--- src/rtl/sorted_min_priority_queue_core_assert.svh ---
// Assertion macros used by the top level of the sorted minimum priority queue.
`ifndef SORTED_MIN_PRIORITY_QUEUE_CORE_ASSERT_SVH
`define SORTED_MIN_PRIORITY_QUEUE_CORE_ASSERT_SVH

// Same-cycle implication, checked outside reset.
`define SMPQ_ASSERT_NOW(label, clk, rst_n, ante, cons) \
    label: assert property (@(posedge clk) disable iff (!rst_n) (ante) |-> (cons)) \
        else $error("smpq same-cycle check failed");

// Next-cycle implication, checked outside reset.
`define SMPQ_ASSERT_NEXT(label, clk, rst_n, ante, cons) \
    label: assert property (@(posedge clk) disable iff (!rst_n) (ante) |=> (cons)) \
        else $error("smpq next-cycle check failed");

`endif

--- src/rtl/smpq_pkg.sv ---
// Shared constants and types of the sorted minimum priority queue.
`default_nettype none

package smpq_pkg;

    localparam int DEPTH         = 16;
    localparam int CNT_W         = $clog2(DEPTH + 1);
    localparam int VALUE_W       = 32;
    localparam int ENTRY_COUNT_W = 5;

    localparam logic MODE_INSERT = 1'b0;
    localparam logic MODE_REMOVE = 1'b1;

    localparam logic [VALUE_W-1:0] UNDERFLOW_VALUE = '1;

    // Operation broadcast to every cell in the chain.
    typedef struct packed {
        logic insert;
        logic remove;
    } cell_ctl_t;

endpackage

`default_nettype wire

--- src/rtl/smpq_cell.sv ---
// One storage cell of the sorted queue chain: holds an entry and shifts with its neighbours.
`default_nettype none

module smpq_cell
    import smpq_pkg::*;
(
    input  wire logic               clk,
    input  wire cell_ctl_t          ctl,
    input  wire logic               occupied,
    input  wire logic [VALUE_W-1:0] new_value,
    input  wire logic               left_take,
    input  wire logic [VALUE_W-1:0] left_entry,
    input  wire logic [VALUE_W-1:0] right_entry,
    output logic                    take,
    output logic [VALUE_W-1:0]      entry
);

    logic [VALUE_W-1:0] entry_reg;
    logic [VALUE_W-1:0] entry_next;

    // A cell takes part in an insert when it is free or holds a strictly larger value.
    // The chain is sorted, so these flags form a run that starts at the insert point.
    assign take  = !occupied || ($signed(entry_reg) > $signed(new_value));
    assign entry = entry_reg;

    always_comb
    begin
        priority if (ctl.insert && take)
        begin
            // The first taking cell receives the new value, the rest shift up by one.
            entry_next = left_take ? left_entry : new_value;
        end
        else if (ctl.remove)
        begin
            entry_next = right_entry;
        end
        else
        begin
            entry_next = entry_reg;
        end
    end

    always_ff @(posedge clk)
    begin
        entry_reg <= entry_next;
    end

endmodule

`default_nettype wire

--- src/rtl/sorted_min_priority_queue_core.sv ---
// Top level of the sorted minimum priority queue built as a chain of shifting cells.
//
// Usage: each item on the s_axis channel is one operation. s_axis_tuser selects it (0 inserts
// s_axis_tdata as a signed 32-bit value, 1 removes the smallest stored value). Every item yields
// exactly one result item on the m_axis channel carrying the removed value, the underflow and
// overflow flags, the entry count after the operation and an empty flag.
// Inserts are placed after all stored values that are equal, so equal values leave in arrival
// order. A removal from an empty queue returns -1 with underflow set; an insert into a full queue
// is dropped with overflow set and the contents unchanged.
// The result is registered: it is in the output register at the edge after acceptance.
// Throughput is one item per cycle while the receiver does not stall, because every cell compares
// and shifts in parallel and the entry count register is updated in the same cycle.
// When the receiver stalls, the pending result is held and one further item can still be taken
// only if the output register is being emptied in the same cycle; otherwise s_axis_tready falls.
// Reset clears the entry count and the output valid flag; the cell contents are not cleared, as
// only cells below the count are ever read.
`default_nettype none

module sorted_min_priority_queue_core
    import smpq_pkg::*;
(
    input  wire logic        clk,
    input  wire logic        rst_n,
    input  wire logic        s_axis_tvalid,
    output logic             s_axis_tready,
    input  wire logic [31:0] s_axis_tdata,   // [31:0] value
    input  wire logic        s_axis_tuser,   // [0] mode
    output logic             m_axis_tvalid,
    input  wire logic        m_axis_tready,
    output logic [39:0]      m_axis_tdata    // [31:0] out_value, [32] underflow, [33] overflow,
                                             // [38:34] entry_count, [39] is_empty
);

    `include "sorted_min_priority_queue_core_assert.svh"

    // Entry count and the registered result.
    logic [CNT_W-1:0]         cnt_reg;
    logic [CNT_W-1:0]         cnt_next;
    logic                     out_valid_reg;
    logic                     out_valid_next;
    logic [VALUE_W-1:0]       out_value_reg;
    logic [VALUE_W-1:0]       out_value_next;
    logic                     underflow_reg;
    logic                     underflow_next;
    logic                     overflow_reg;
    logic                     overflow_next;
    logic [ENTRY_COUNT_W-1:0] entry_count_reg;
    logic [ENTRY_COUNT_W-1:0] entry_count_next;
    logic                     is_empty_reg;
    logic                     is_empty_next;

    logic      in_fire;
    logic      full;
    logic      empty;
    cell_ctl_t ctl;

    logic               take_w  [DEPTH];
    logic [VALUE_W-1:0] entry_w [DEPTH];

    // The output register accepts a new result when it is empty or being drained.
    assign s_axis_tready = !out_valid_reg || m_axis_tready;
    assign in_fire       = s_axis_tvalid && s_axis_tready;

    assign full  = (cnt_reg == CNT_W'(DEPTH));
    assign empty = (cnt_reg == '0);

    assign ctl.insert = in_fire && (s_axis_tuser == MODE_INSERT) && !full;
    assign ctl.remove = in_fire && (s_axis_tuser == MODE_REMOVE) && !empty;

    // The cell chain: each cell sees its left neighbour for inserts and its right one for removals.
    for (genvar i = 0; i < DEPTH; i++)
    begin : g_cell
        logic               occupied;
        logic               left_take;
        logic [VALUE_W-1:0] left_entry;
        logic [VALUE_W-1:0] right_entry;

        assign occupied = (CNT_W'(i) < cnt_reg);

        if (i == 0)
        begin : g_head
            assign left_take  = 1'b0;
            assign left_entry = s_axis_tdata;
        end
        else
        begin : g_body
            assign left_take  = take_w[i-1];
            assign left_entry = entry_w[i-1];
        end

        if (i == DEPTH - 1)
        begin : g_tail
            assign right_entry = '0;
        end
        else
        begin : g_inner
            assign right_entry = entry_w[i+1];
        end

        smpq_cell u_cell (
            .clk         (clk),
            .ctl         (ctl),
            .occupied    (occupied),
            .new_value   (s_axis_tdata),
            .left_take   (left_take),
            .left_entry  (left_entry),
            .right_entry (right_entry),
            .take        (take_w[i]),
            .entry       (entry_w[i])
        );
    end

    // Next count and the result of the accepted item.
    always_comb
    begin
        cnt_next         = cnt_reg;
        out_valid_next   = out_valid_reg;
        out_value_next   = out_value_reg;
        underflow_next   = underflow_reg;
        overflow_next    = overflow_reg;
        entry_count_next = entry_count_reg;
        is_empty_next    = is_empty_reg;

        if (ctl.insert)
        begin
            cnt_next = cnt_reg + CNT_W'(1);
        end
        else if (ctl.remove)
        begin
            cnt_next = cnt_reg - CNT_W'(1);
        end

        if (m_axis_tready)
        begin
            out_valid_next = 1'b0;
        end

        if (in_fire)
        begin
            out_valid_next   = 1'b1;
            underflow_next   = (s_axis_tuser == MODE_REMOVE) && empty;
            overflow_next    = (s_axis_tuser == MODE_INSERT) && full;
            entry_count_next = ENTRY_COUNT_W'(cnt_next);
            is_empty_next    = (cnt_next == '0);
            unique case (s_axis_tuser)
                MODE_INSERT: out_value_next = '0;
                MODE_REMOVE: out_value_next = empty ? UNDERFLOW_VALUE : entry_w[0];
                default:     out_value_next = '0;
            endcase
        end
    end

    always_ff @(posedge clk or negedge rst_n)
    begin
        if (!rst_n)
        begin
            cnt_reg       <= '0;
            out_valid_reg <= 1'b0;
        end
        else
        begin
            cnt_reg       <= cnt_next;
            out_valid_reg <= out_valid_next;
        end
    end

    always_ff @(posedge clk)
    begin
        out_value_reg   <= out_value_next;
        underflow_reg   <= underflow_next;
        overflow_reg    <= overflow_next;
        entry_count_reg <= entry_count_next;
        is_empty_reg    <= is_empty_next;
    end

    assign m_axis_tvalid = out_valid_reg;
    assign m_axis_tdata  = {is_empty_reg, entry_count_reg, overflow_reg, underflow_reg,
                            out_value_reg};

    // The count never runs past the number of cells.
    `SMPQ_ASSERT_NOW(a_cnt_bounded, clk, rst_n, 1'b1, cnt_reg <= CNT_W'(DEPTH))
    // An accepted insert into a queue with room grows the count by one.
    `SMPQ_ASSERT_NEXT(a_insert_grows, clk, rst_n, ctl.insert, cnt_reg == $past(cnt_reg) + CNT_W'(1))
    // An underflow result always carries the sentinel value and an empty queue.
    `SMPQ_ASSERT_NOW(a_underflow_value, clk, rst_n, out_valid_reg && underflow_reg,
                     (out_value_reg == UNDERFLOW_VALUE) && is_empty_reg)
    // The input side only stalls while a result is waiting for a stalled receiver.
    `SMPQ_ASSERT_NOW(a_stall_cause, clk, rst_n, !s_axis_tready, out_valid_reg && !m_axis_tready)

endmodule

`default_nettype wire
--- config.mk ---
export PLATFORM = sky130hd
export DESIGN_NAME = sorted_min_priority_queue_core
export DESIGN_NICKNAME = d
export VERILOG_FILES = /design/src/rtl/smpq_pkg.sv /design/src/rtl/smpq_cell.sv /design/src/rtl/sorted_min_priority_queue_core.sv
export VERILOG_INCLUDE_DIRS = /design/src /design/src/rtl
export SDC_FILE = /design/constraint.sdc
export NUM_CORES = 2
export LEC_CHECK = 0
export BUFFER_PORTS_ARGS = -buffer_cell sky130_fd_sc_hd__buf_2
export CAP_MARGIN = 20
export CELL_PAD_IN_SITES_DETAIL_PLACEMENT = 0
export CELL_PAD_IN_SITES_GLOBAL_PLACEMENT = 1
export CORE_ASPECT_RATIO = 0.6
export CORE_MARGIN = 4
export CORE_UTILIZATION = 47
export CTS_CLUSTER_DIAMETER = 40
export DETAILED_ROUTE_END_ITERATION = 10
export PLACE_DENSITY_LB_ADDON = 0.1
export SYNTH_ARGS = -nofsm -noshare
export SYNTH_HDL_FRONTEND = slang
export SYNTH_HIERARCHICAL = 1
export SYNTH_SLANG_ARGS = --single-unit
--- constraint.sdc ---
create_clock -name clk -period 5.3 [get_ports clk]
set_input_delay 0.265 -clock clk [delete_from_list [all_inputs] [get_ports clk]]
set_output_delay 0.265 -clock clk [all_outputs]
set_load 0.005 [all_outputs]
==> Implementation_results.wiki <==
{| class="wikitable"
! Metric !! Value
|-
| Result of the run || completed
|-
| Upper clock frequency limit || 243.5 MHz
|-
| Yosys warning count || 6
|-
| Global-route wire length before repair || roughly 180000 um
|-
| CTS Root Buffer Type || clkbuf_16
|-
| Area of the mapped netlist || 44840 um^2
|-
| Area of the die || just over 100000 um^2
|-
| Number of antenna violations at the first check in global routing || 0
|-
| Number of cell rows || just under 90
|-
| Mapped Cells || 4356
|-
| Average routed wire per standard cell || between 20 and 25 um
|-
| Vias in the first global route || ~32000
|-
| WP buf/inv || 1
|-
| Worst hold margin || 0.2527 ns
|-
| Resized cells post-CTS || 0
|-
| Final Slew Violations || 0
|-
| Aggregate global-route resource usage || 23.20%
|-
| Reg-to-reg startpoint || g_cell[2].u_cell/entry[31]$_DFFE_PP_
|-
| Total congestion overflow after global routing || 0
|-
| Kind of end point of the critical path || flip-flop
|-
| Antenna-violating nets left || 0
|-
| Flip-flop count of the largest register after layout || slightly above 500
|-
| Routability-driven placement congestion ratio || 0.8186
|-
| Multi-input logic area || 25090 um^2
|-
| Initial Util || 47.56%
|-
| TritonCTS clock tree || done
|-
| Hold_sp || s_axis_tuser
|-
| Clk buf depth || 3
|-
| Worst r2r dst || g_cell[2].u_cell/entry[27]$_DFFE_PP_
|-
| Register-to-register setup slack || roughly 1.2 ns
|-
| Period Utilization, post-route || 77.48%
|-
| Shortest clock period the worst path allows after layout || just over 4 ns
|-
| Worst Path Max Fanout || 33
|-
| Final HPWL from detailed placement || 90050 um
|-
| CTS HTree Levels || 3
|-
| Number of DRC markers in iteration 0 || 2671
|-
| Core area || 94270 um^2
|-
| WP data required || between 5 and 6 ns
|-
| Count of nets after finishing || 5009
|-
| Final Core Density || 52.97%
|-
| Remaining max-slew budget at the tightest pin || approximately a third
|-
| Critical Path Max Stage Delay || 0.85 ns
|-
| Die outline width || 406.7 um
|-
| Worst Hold End || overflow_reg$_DFFE_PN_
|-
| Routed WL || 117100 um
|-
| Maximum number of pins on one net before global-route repair || 64
|-
| Power density relative to cell area || 518.8 nW/um^2
|-
| Tightest Hold Check Type || in2reg
|-
| Worst-Margin Slew || roughly 1 ns
|-
| Placed insts || 5599
|-
| Unrepaired setup endpoints after global routing || no
|-
| Final number of hold-violating endpoints || 0
|-
| Ports || 79
|-
| Family of cells with the greatest summed delay on the critical path || simple AND/OR/NAND/NOR gates
|-
| Post-CTS Setup Inserts || 0
|-
| Number of vias per cell || 5.567
|-
| Pleak || approximately 23 nW
|-
| Layout cells sized above 1 || 21.04%
|-
| Via count of the routed design || 32200
|-
| Final Power || 25.91 mW
|-
| Fill cell count || 8401
|-
| Count of port buffers added during placement || between 70 and 80
|-
| Cells traversed along the worst timing path || ha_1 -> nand4_1 -> or4_4 -> nor3_1 -> o21ai_1 -> o311ai_4 -> buf_4 -> or2_2
|-
| Clock insertion delay at the later pin of the skew report || 0.69 ns
|-
| Area Growth Syn to Fin || 11.37%
|-
| Number of buffers added by the clock tree synthesis step || 97
|-
| Footprint of the flip-flops and latches || about 17000 um^2
|-
| Clock transition at the registers of the reported paths || around 0.06 ns
|-
| Worst-case clock skew || ~0.025 ns
|-
| Non-Filler Instances || 5784
|-
| Pre-antenna DRT Iters || 5
|-
| Antenna diode count || 0
|-
| Arrival time at the worst endpoint || 4.40 ns
|-
| Height of the die || 247.2 um
|-
| Final setup violation count || 0
|-
| Max stage delay cell, worst path || or2_2
|-
| Hold Path Stages || 2
|-
| # DRC || 0
|-
| Max cap viols || 0
|-
| Path depth of the worst reg2reg path || 8
|-
| Summed negative setup slack over all endpoints || 0 ns
|-
| Worst VDD drop || 0.3723 mV
|-
| TritonCTS Sinks || 558
|-
| Synth Area per Inst || 10.29 um^2
|-
| Type of the worst setup path || reg2reg
|-
| Worst Setup Start Kind || flip-flop
|}
-- worst max-delay path by stage --
stage          cells past startpoint                                   end  slack (ns)                                  from
6_report                           8  g_cell[2].u_cell/entry[27]$_DFFE_PP_        1.19  g_cell[2].u_cell/entry[31]$_DFFE_PP_
5_1_grt                            8  g_cell[2].u_cell/entry[27]$_DFFE_PP_        0.96  g_cell[2].u_cell/entry[31]$_DFFE_PP_
4_1_cts                            8  g_cell[2].u_cell/entry[27]$_DFFE_PP_        1.21  g_cell[2].u_cell/entry[31]$_DFFE_PP_
3_5_place_dp                      10   g_cell[2].u_cell/entry[7]$_DFFE_PP_        0.94                      s_axis_tdata[31]
3_3_place_gp                      11   g_cell[2].u_cell/entry[7]$_DFFE_PP_        1.04                       s_axis_tdata[7]
2_1_floorplan                      8  g_cell[15].u_cell/entry[0]$_DFFE_PP_        0.12                  cnt_reg[0]$_DFF_PN0_
-- stage by stage --
step | worst slack [ns] | area (um^2)
2_1_floorplan | 0.1223 | 44960
3_3_place_gp | 1.041 | 46530
3_5_place_dp | 0.9350 | 46530
4_1_cts | 1.209 | 49930
6_report | 1.194 | 49930
5_1_grt | 0.9589 | 49930
-- layer usage --
layer  up-vias  track usage [%]  share of wire, %
met5         -                0                 0
met4         0            5.003               1.9
met2       687            29.61                36
met3       123            3.547               5.0
met1     15480            39.40                57
li1      15910                -                 -
-- power by group --
group | internal (mW) | switching (mW) | total [mW]
clock | 4.06 | 2.55 | 6.60
combinational | 5.17 | 6.11 | 11.3
sequential | 6.89 | 1.13 | 8.02
-- what timing repair did --
action / 4_1_cts / 5_1_grt
hold endpoints to repair: 7 / 0
hold buffers: 4 / 0
setup endpoints to repair: 0 / 0
-- cell type report --
class | instances | share of cell area [%]
Clock buffer | 105 | 5.006
Timing Repair Buffer | 144 | 2.145
Tap cell | 1246 | 3.122
Sequential cell | 558 | 33.50
Inverter | 566 | 4.255
Multi-Input combinational cell | 3089 | 50.25
Clock inverter | 76 | 1.729
-- cell usage in the layout, fill, tap and decap left out, types with 16 or more instances in the layout --
cell         n
inv_6       16
mux2_2      65
inv_1      566
o311ai_4    16
conb_1      33
or3_1       16
buf_2       78
clkbuf_16   99
nor2b_1     17
o21ai_0    563
o211ai_1    32
clkinv_2    16
mux2_4     464
or4_4       16
o21a_1      47
or2_2       16
nand2_1    648
a21o_1      16
nor3_1      50
a21oi_1    259
a2bb2oi_2   16
nand3_1     50
nand4_1    128
ha_1       516
buf_4       48
a221oi_1    16
edfxtp_1   552
No activity file was read; power rests on OpenSTA's default activity.
